## src/bdq_pkg.sv

```systemverilog
package bdq_pkg;

  localparam int OP_W     = 3;
  localparam int DATA_W   = 32;
  localparam int STATUS_W = 2;

  typedef enum logic [OP_W-1:0] {
    OP_PUSH_FRONT = 3'd0,
    OP_PUSH_BACK  = 3'd1,
    OP_POP_FRONT  = 3'd2,
    OP_POP_BACK   = 3'd3,
    OP_LIST       = 3'd4
  } op_t;

  typedef enum logic [STATUS_W-1:0] {
    ST_OK    = 2'd0,
    ST_EMPTY = 2'd1,
    ST_FULL  = 2'd2
  } status_t;

  typedef enum logic {
    S_IDLE,
    S_LIST
  } state_t;

  // one result slot handed from the controller to the response pipeline
  typedef struct packed {
    logic    valid;
    logic    from_mem;
    status_t status;
    logic    last;
  } stage_t;

endpackage

```

## src/bdq_req_if.sv

```systemverilog
interface bdq_req_if import bdq_pkg::*; ();
  logic                     valid;
  logic                     ready;
  logic [OP_W-1:0]          operation;
  logic signed [DATA_W-1:0] value;

  modport source (output valid, output operation, output value, input ready);
  modport sink   (input valid, input operation, input value, output ready);
endinterface

```

## src/bdq_rsp_if.sv

```systemverilog
interface bdq_rsp_if import bdq_pkg::*; ();
  logic                     valid;
  logic                     ready;
  logic signed [DATA_W-1:0] result_value;
  logic [STATUS_W-1:0]      status;
  logic                     last;

  modport source (output valid, output result_value, output status, output last,
                  input ready);
  modport sink   (input valid, input result_value, input status, input last,
                  output ready);
endinterface

```

## src/bdq_mem.sv

```systemverilog
module bdq_mem import bdq_pkg::*; #(
  parameter int DEPTH = 64,
  parameter int AW    = 6
) (
  input  logic              clk,
  input  logic              we,
  input  logic [AW-1:0]     waddr,
  input  logic [DATA_W-1:0] wdata,
  input  logic              re,
  input  logic [AW-1:0]     raddr,
  output logic [DATA_W-1:0] rd_data
);

  logic [DATA_W-1:0] mem [DEPTH];

  always_ff @(posedge clk) begin
    if (we) begin
      mem[waddr] <= wdata;
    end
  end

  // read data holds while re is low; the response stage relies on that
  always_ff @(posedge clk) begin
    if (re) begin
      rd_data <= mem[raddr];
    end
  end

endmodule

```

## src/bdq_ctrl.sv

```systemverilog
module bdq_ctrl import bdq_pkg::*; #(
  parameter int CAPACITY = 64,
  parameter int PW       = 6
) (
  input  logic              clk,
  input  logic              rst,
  input  logic              req_valid,
  input  logic [OP_W-1:0]   req_operation,
  input  logic [DATA_W-1:0] req_value,
  output logic              req_ready,
  input  logic              load_ok,
  output stage_t            stage,
  output logic              we,
  output logic [PW-1:0]     waddr,
  output logic [DATA_W-1:0] wdata,
  output logic              re,
  output logic [PW-1:0]     raddr
);

  localparam int CW = $clog2(CAPACITY + 1);
  localparam int SW = PW + 1;

  state_t        state, state_next;
  logic [PW-1:0] front, front_next;
  logic [CW-1:0] count, count_next;
  logic [PW-1:0] rp, rp_next;
  logic [CW-1:0] rem, rem_next;

  logic          accept;
  logic          full, empty;
  logic [PW-1:0] front_dec, front_inc, rp_inc;
  logic [SW-1:0] sum_ins, sum_pop;
  logic [PW-1:0] back_ins, back_pop;

  assign req_ready = (state == S_IDLE) && load_ok;
  assign accept    = req_valid && req_ready;
  assign full      = (count == CW'(CAPACITY));
  assign empty     = (count == '0);

  assign front_dec = (front == '0) ? PW'(CAPACITY - 1) : front - PW'(1);
  assign front_inc = (front == PW'(CAPACITY - 1)) ? '0 : front + PW'(1);
  assign rp_inc    = (rp == PW'(CAPACITY - 1)) ? '0 : rp + PW'(1);

  // positions stay below twice the capacity, so one subtract wraps them
  assign sum_ins  = {1'b0, front} + SW'(count);
  assign sum_pop  = {1'b0, front} + SW'(count) - SW'(1);
  assign back_ins = (sum_ins >= SW'(CAPACITY)) ? PW'(sum_ins - SW'(CAPACITY)) : PW'(sum_ins);
  assign back_pop = (sum_pop >= SW'(CAPACITY)) ? PW'(sum_pop - SW'(CAPACITY)) : PW'(sum_pop);

  always_comb begin
    state_next = state;
    unique case (state)
      S_IDLE: begin
        if (accept && (req_operation == OP_LIST) && (count > CW'(1))) begin
          state_next = S_LIST;
        end
      end
      S_LIST: begin
        if (load_ok && (rem == CW'(1))) begin
          state_next = S_IDLE;
        end
      end
      default: state_next = S_IDLE;
    endcase
  end

  always_comb begin
    stage      = '{valid: 1'b0, from_mem: 1'b0, status: ST_OK, last: 1'b0};
    we         = 1'b0;
    waddr      = back_ins;
    wdata      = req_value;
    re         = 1'b0;
    raddr      = front;
    front_next = front;
    count_next = count;
    rp_next    = rp;
    rem_next   = rem;
    unique case (state)
      S_IDLE: begin
        if (accept) begin
          case (req_operation)
            OP_PUSH_FRONT, OP_PUSH_BACK: begin
              stage.valid = 1'b1;
              stage.last  = 1'b1;
              if (full) begin
                stage.status = ST_FULL;
              end else begin
                we         = 1'b1;
                count_next = count + CW'(1);
                if (req_operation == OP_PUSH_FRONT) begin
                  waddr      = front_dec;
                  front_next = front_dec;
                end
              end
            end
            OP_POP_FRONT, OP_POP_BACK: begin
              stage.valid = 1'b1;
              stage.last  = 1'b1;
              if (empty) begin
                stage.status = ST_EMPTY;
              end else begin
                re             = 1'b1;
                stage.from_mem = 1'b1;
                count_next     = count - CW'(1);
                if (req_operation == OP_POP_FRONT) begin
                  front_next = front_inc;
                end else begin
                  raddr = back_pop;
                end
              end
            end
            OP_LIST: begin
              stage.valid = 1'b1;
              if (empty) begin
                stage.status = ST_EMPTY;
                stage.last   = 1'b1;
              end else begin
                re             = 1'b1;
                stage.from_mem = 1'b1;
                stage.last     = (count == CW'(1));
                rp_next        = front_inc;
                rem_next       = count - CW'(1);
              end
            end
            default: ;  // unused codes are dropped
          endcase
        end
      end
      S_LIST: begin
        if (load_ok) begin
          re             = 1'b1;
          raddr          = rp;
          stage.valid    = 1'b1;
          stage.from_mem = 1'b1;
          stage.last     = (rem == CW'(1));
          rp_next        = rp_inc;
          rem_next       = rem - CW'(1);
        end
      end
      default: ;
    endcase
  end

  always_ff @(posedge clk) begin
    if (rst) begin
      state <= S_IDLE;
      front <= '0;
      count <= '0;
      rp    <= '0;
      rem   <= '0;
    end else begin
      state <= state_next;
      front <= front_next;
      count <= count_next;
      rp    <= rp_next;
      rem   <= rem_next;
    end
  end

endmodule

```

## src/bdq_resp.sv

```systemverilog
module bdq_resp import bdq_pkg::*; (
  input  logic              clk,
  input  logic              rst,
  input  stage_t            stage,
  input  logic [DATA_W-1:0] rd_data,
  output logic              load_ok,
  bdq_rsp_if.source         rsp
);

  logic          s1_valid;
  logic          s1_from_mem;
  status_t       s1_status;
  logic          s1_last;
  logic          s1_move;

  logic              out_valid;
  logic [DATA_W-1:0] out_value;
  status_t           out_status;
  logic              out_last;

  // memory data is aligned with s1; out register decouples the receiver
  assign s1_move = s1_valid && (!out_valid || rsp.ready);
  assign load_ok = !s1_valid || s1_move;

  always_ff @(posedge clk) begin
    if (rst) begin
      s1_valid  <= 1'b0;
      out_valid <= 1'b0;
    end else begin
      if (load_ok) begin
        s1_valid <= stage.valid;
      end
      if (s1_move) begin
        out_valid <= 1'b1;
      end else if (rsp.ready) begin
        out_valid <= 1'b0;
      end
    end
  end

  always_ff @(posedge clk) begin
    if (load_ok && stage.valid) begin
      s1_from_mem <= stage.from_mem;
      s1_status   <= stage.status;
      s1_last     <= stage.last;
    end
    if (s1_move) begin
      out_value  <= s1_from_mem ? rd_data : '0;
      out_status <= s1_status;
      out_last   <= s1_last;
    end
  end

  assign rsp.valid        = out_valid;
  assign rsp.result_value = out_value;
  assign rsp.status       = out_status;
  assign rsp.last         = out_last;

endmodule

```

## src/bounded_deque_with_listing_unit.sv

```systemverilog
// Bounded double-ended queue of signed 32-bit words with a listing request.
// Channel req carries operation and value: push front, push back, pop front,
// pop back, or list all entries front to back. Codes 5 to 7 are taken and
// dropped without a response. Channel rsp returns result_value, status and
// last; last marks the final response of each request.
// A push answers with an ack (status ok) or full; a pop answers with the
// removed word or empty; a list answers one response per entry, or a single
// empty response.
// A response passes the s1 stage and the output register before rsp.
// Push and pop are taken back to back while rsp does not stall. A listing
// holds req.ready low while it reads the remaining entries from the entry
// RAM one word per cycle when the response path has room (one read port).
// Reset: synchronous; the queue comes up empty. RAM contents are not cleared.
// Stall: when rsp.ready is low the output register and one stage behind it
// fill, then req.ready drops; nothing is lost or repeated.
module bounded_deque_with_listing_unit import bdq_pkg::*; #(
  parameter int CAPACITY = 64
) (
  input  logic      clk,
  input  logic      rst,
  bdq_req_if.sink   req,
  bdq_rsp_if.source rsp
);

  localparam int PW = (CAPACITY > 2) ? $clog2(CAPACITY) : 1;

  stage_t            stage;
  logic              load_ok;
  logic              we, re;
  logic [PW-1:0]     waddr, raddr;
  logic [DATA_W-1:0] wdata, rd_data;

  bdq_ctrl #(
    .CAPACITY (CAPACITY),
    .PW       (PW)
  ) u_ctrl (
    .clk           (clk),
    .rst           (rst),
    .req_valid     (req.valid),
    .req_operation (req.operation),
    .req_value     (req.value),
    .req_ready     (req.ready),
    .load_ok       (load_ok),
    .stage         (stage),
    .we            (we),
    .waddr         (waddr),
    .wdata         (wdata),
    .re            (re),
    .raddr         (raddr)
  );

  bdq_mem #(
    .DEPTH (CAPACITY),
    .AW    (PW)
  ) u_mem (
    .clk     (clk),
    .we      (we),
    .waddr   (waddr),
    .wdata   (wdata),
    .re      (re),
    .raddr   (raddr),
    .rd_data (rd_data)
  );

  bdq_resp u_resp (
    .clk     (clk),
    .rst     (rst),
    .stage   (stage),
    .rd_data (rd_data),
    .load_ok (load_ok),
    .rsp     (rsp)
  );

`ifndef SYNTHESIS
  a_issue_has_room: assert property (@(posedge clk) disable iff (rst)
    stage.valid |-> load_ok)
    else $error("response issued while the pipeline is blocked");

  a_read_has_slot: assert property (@(posedge clk) disable iff (rst)
    re |-> (stage.valid && stage.from_mem))
    else $error("RAM read without a matching response slot");

  a_no_rw_overlap: assert property (@(posedge clk) disable iff (rst)
    we |-> !re)
    else $error("RAM write and read in the same cycle");
`endif

endmodule

```

## src/flat_wrapper.sv

```systemverilog
// flat-port wrapper written by rule: the top's interface ports become plain ports
module bounded_deque_with_listing_unit_flat import bdq_pkg::*;
#(
  parameter int CAPACITY = 64
)
  (clk, rst, req_valid, req_operation, req_value, req_ready, rsp_valid, rsp_result_value, rsp_status, rsp_last, rsp_ready);
  bdq_req_if req_i ();
  bdq_rsp_if rsp_i ();
  input  logic clk;
  input  logic rst;
  input wire logic [$bits(req_i.valid)-1:0] req_valid;
  input wire logic [$bits(req_i.operation)-1:0] req_operation;
  input wire logic [$bits(req_i.value)-1:0] req_value;
  output wire logic [$bits(req_i.ready)-1:0] req_ready;
  output wire logic [$bits(rsp_i.valid)-1:0] rsp_valid;
  output wire logic [$bits(rsp_i.result_value)-1:0] rsp_result_value;
  output wire logic [$bits(rsp_i.status)-1:0] rsp_status;
  output wire logic [$bits(rsp_i.last)-1:0] rsp_last;
  input wire logic [$bits(rsp_i.ready)-1:0] rsp_ready;
  assign req_i.valid = req_valid;
  assign req_i.operation = req_operation;
  assign req_i.value = req_value;
  assign req_ready = req_i.ready;
  assign rsp_valid = rsp_i.valid;
  assign rsp_result_value = rsp_i.result_value;
  assign rsp_status = rsp_i.status;
  assign rsp_last = rsp_i.last;
  assign rsp_i.ready = rsp_ready;
  bounded_deque_with_listing_unit #(.CAPACITY(CAPACITY)) u_core (.clk(clk), .rst(rst), .req(req_i), .rsp(rsp_i));
endmodule
```

## config.mk

```make
export PLATFORM = sky130hd
export DESIGN_NAME = bounded_deque_with_listing_unit_flat
export DESIGN_NICKNAME = d
export VERILOG_FILES = /design/src/bdq_pkg.sv /design/src/bdq_req_if.sv /design/src/bdq_rsp_if.sv /design/src/bdq_mem.sv /design/src/bdq_ctrl.sv /design/src/bdq_resp.sv /design/src/bounded_deque_with_listing_unit.sv /design/src/flat_wrapper.sv
export SDC_FILE = /design/constraint.sdc
export NUM_CORES = 2
export LEC_CHECK = 0
export ABC_AREA = 1
export BUFFER_PORTS_ARGS = -buffer_cell sky130_fd_sc_hd__buf_2
export CAP_MARGIN = 20
export CORE_UTILIZATION = 45
export DETAILED_ROUTE_END_ITERATION = 16
export PLACE_DENSITY_LB_ADDON = 0.2
export SLEW_MARGIN = 15
export SYNTH_ARGS = -nofsm -noshare
export SYNTH_HDL_FRONTEND = slang
export SYNTH_SLANG_ARGS = --single-unit
```

## constraint.sdc

```tcl
create_clock -name clk -period 4.71 [get_ports clk]
set_input_delay 0.7065 -clock clk [delete_from_list [all_inputs] [get_ports clk]]
set_output_delay 0.7065 -clock clk [all_outputs]
set_load 0.01 [all_outputs]
```

==> summary.txt <==
Commonest cells post-synth: nand3_1, edfxtp_1, nand2_1
Fin Setup TNS: 0 ns
antenna viol nets, final: 0
R2R depth: 16
async set-or-reset flop fraction in the synthesized netlist: 0%
Setup crit start kind: flop
drt pass-1 iters: 6
critical path class: reg2reg
antenna violations before repair: 15
CP max FO: 62
HP Class: in2reg
Inserted Clock Buffers: 224
Global Route Usage Sum: 27.2%
sequential share of power: 48.4%
Initial Util: 45.3%
Synth Cell Area: 94,700 um2
Residual DRC: 0
status: finished, final reports clean
Yosys reg bits: 2,148
Layout Cells excl Fill: 11,600
pwr/cell area: 407 nW/um2
post-CTS setup repair buffer count: 0
Tmin final: 4.50 ns
Seq/Total Area, Yosys: 67.8%
Slew Limit Headroom: 23.3%
Final setup viols: 0
area growth from synthesis to layout: 13.9%
Switching Fraction: 26.0%
cell with the most instances after synthesis: nand3_1
Pint: 32.5 mW
P_sw: 11.5 mW
Core ar.: 209,000 um2
Post-synth EDFFs: 2,119
maximum clock path buffer count: 3
synthesized netlist cell count: 8,514
routed len/inst: 25.2 um
Slew Limit Fails: 0
WP data required: 5.42 ns
Critical Path End: u_core.u_mem.rd_data[13]$_DFFE_PP_
GPL Wtd Cong: 0.873
yosys synthesis warning count: 0
Comb pwr share: 12.2%
I/O pins: 76
reg2reg setup slack: 0.21 ns
Worst Skew: 0.0437 ns
vias in the first global route: 62,000
num rows: 168
Clk pwr share: 39.4%
CTS tree: yes
HPWL after DPL: 162 mm
final net count: 8,623
worst slew pin tran: 1.15 ns
Worst VDD drop: 392 uV
final hold violations: 0
CTS Hold Buffers Added: 0
post_cts resized: 0
first-pass GRT wire length: 423 mm
unrepaired setup endpoints after global routing: false
CTS root buffer: clkbuf_16
number of max-cap violations: 0
Distinct cells, synth: 48
syn_nets: 8,569
largest net degree at the start of global routing: 111
worst setup path startpoint: u_core.u_ctrl.front[0]$_SDFFE_PP0P_
Worst Setup End Kind: flop
drt total wl: 291 mm
clock slew at reported path FFs: 0.06 ns
static leakage: 41.7 nW
worst flop-to-flop path startpoint: u_core.u_ctrl.front[0]$_SDFFE_PP0P_
Vias/cell: 5.65
prevailing post-synth register cell: edfxtp_1
synth top area cells: edfxtp_1, nand3_1, nand3b_1, nand2_1, inv_1
WP data arrival: 5.20 ns
Remaining Overflow, GRT: 0
IO buf count: 75
CTS Sinks: 2,148
drt initial violations: 8,344
post-synth top area share: 67.2%
DIE WIDTH: 461 um
clk_lat worst skew: 0.87 ns
Final Cycle Share: 95.5%
fraction of layout cells with a size suffix above 1: 9.06%
Inst Count DP: 11,100
via count: 65,300
reg-to-reg endpoint: u_core.u_mem.rd_data[13]$_DFFE_PP_
Synth area leader: edfxtp_1
FILL cells: 18,200
Avg Cell Area, Syn: 11.1 um2
H-tree levels: 4
die height: 461 um
maximum clock rate: 0.222 GHz
Die Area: 212,000 um2
kinds of logic (layout without fill, tap and decap cells):
group,after synthesis,in the layout,synth area share [%]
simple gates,4412,4412,23.5
flops,2148,2148,67.8
buf+inv,1816,2059,7.67
compound gates,104,104,0.650
xor+xnor,18,18,0.166
fa+ha+maj,16,16,0.219
other cells,0,9,0
state kept, by name, indices dropped and copies added, names as in the netlist:
name	cells
u_core.u_mem.mem	2048
u_core.u_resp.s1_status	2
u_core.u_mem.rd_data	32
u_core.u_ctrl.front	6
u_core.u_ctrl.count	7
u_core.u_resp.s1_valid	1
u_core.u_resp.s1_from_mem	1
u_core.u_resp.rsp.valid	1
u_core.u_resp.rsp.result_value	32
u_core.u_ctrl.state	1
u_core.u_ctrl.rp	6
u_core.u_resp.s1_last	1
u_core.u_ctrl.rem	7
u_core.u_resp.rsp.status	2
u_core.u_resp.rsp.last	1
worst min path at each step:
stage / startpoint / to / slack, ns / cells after the start
4_1_cts: rsp_ready / u_core.u_resp.rsp.valid$_SDFFE_PP0P_ / 0.11 / 4
6_report: rsp_ready / u_core.u_resp.rsp.valid$_SDFFE_PP0P_ / 0.17 / 4
3_5_place_dp: u_core.u_resp.s1_last$_DFFE_PP_ / u_core.u_resp.rsp.last$_DFFE_PP_ / 0.40 / 0
5_1_grt: req_value[22] / u_core.u_mem.mem[60][22]$_DFFE_PP_ / 0.18 / 1
3_3_place_gp: u_core.u_resp.s1_status[1]$_SDFFCE_PP0P_ / u_core.u_resp.rsp.status[1]$_DFFE_PP_ / 0.40 / 0
2_1_floorplan: u_core.u_resp.s1_last$_DFFE_PP_ / u_core.u_resp.rsp.last$_DFFE_PP_ / 0.40 / 0
final cells by class:
type                            count  area, um2  share of cell area, %
Antenna cell                        9       22.5                 0.0209
Clock buffer                      283       5920                   5.49
Clock inverter                    132       1190                   1.11
Inverter                         1251       4730                   4.38
Multi-Input combinational cell   4550      23900                   22.1
Sequential cell                  2148      64200                   59.5
Tap cell                         2805       3510                   3.25
Timing Repair Buffer              393       4470                   4.15
metrics by stage:
| stage | cell area (um2) | power (mW) | setup slack, ns | hold WS (ns) | util [%] |
|---|---|---|---|---|---|
| finish | 108000 | 44.0 | 0.211 | 0.171 | 51.5 |
| global route | 108000 | 45.2 | 0.0775 | 0.182 | 51.5 |
| CTS | 108000 | 44.1 | 0.265 | 0.114 | 51.5 |
| detailed placement | 101000 | 27.0 | 0.236 | 0.405 | 48.1 |
| global placement | 101000 | 26.9 | 0.240 | 0.402 | 48.1 |
| floorplan | 94700 | 24.6 | 0.557 | 0.400 | - |
critical path, stage by stage, from the launching register on:
cell and delay (ns):
dfxtp_1 0.38, ha_1 0.26, fa_1 0.54, inv_1 0.07
ha_1 0.29, nand3b_1 0.16, nand3_1 0.19, nand2_8 0.24
inv_16 0.37, buf_12 0.23, buf_4 0.26, nand3_1 0.11
nand3_1 0.08, nand3_1 0.23, nand3_1 0.29, nand3_1 0.36
nand2_1 0.16
cells in the final DEF, fill, tap and decap left out, types with 4 or more instances in the layout:
master,synthesis,final
buf_4,22,186
o22ai_1,4,4
ha_1,15,15
xnor2_1,9,9
inv_2,8,7
nand3b_1,768,768
buf_12,0,136
buf_2,259,71
diode_2,0,9
nand2_1,1309,1309
edfxtp_1,2119,2119
nand3_1,2194,2193
clkbuf_1,219,54
clkinvlp_4,0,5
clkinv_1,0,62
nor3_1,10,10
a211oi_1,5,5
nor2_1,110,45
inv_1,1241,1240
a31oi_1,5,5
clkinv_2,1,34
dfxtp_1,29,29
a21oi_1,31,28
clkinv_8,0,6
nor2_4,2,67
nand2_2,6,4
bufinv_16,0,19
o21ai_0,38,37
xor2_1,9,9
clkbuf_16,0,228
power groups by stage:
| stage | Sequential [mW] | Combinational, mW | Clock (mW) |
|---|---|---|---|
| finish | 21.3 | 5.37 | 17.3 |
| global route | 21.3 | 5.75 | 18.2 |
| CTS | 21.3 | 5.32 | 17.6 |
| detailed placement | 21.7 | 5.30 | 0 |
| global placement | 21.7 | 5.27 | 0 |
| floorplan | 21.6 | 2.95 | 0 |
routing by layer:
metal | share of wire [%] | GRT usage (%) | vias up
met2 | 46 | 43.3 | 3103
met3 | 8.5 | 4.11 | 506
met4 | 4.2 | 11.0 | 2
met1 | 41 | 37.3 | 32300
met5 | 0.0034 | 0 | -
li1 | - | - | 29400
Power figures use the tool's default switching activity.
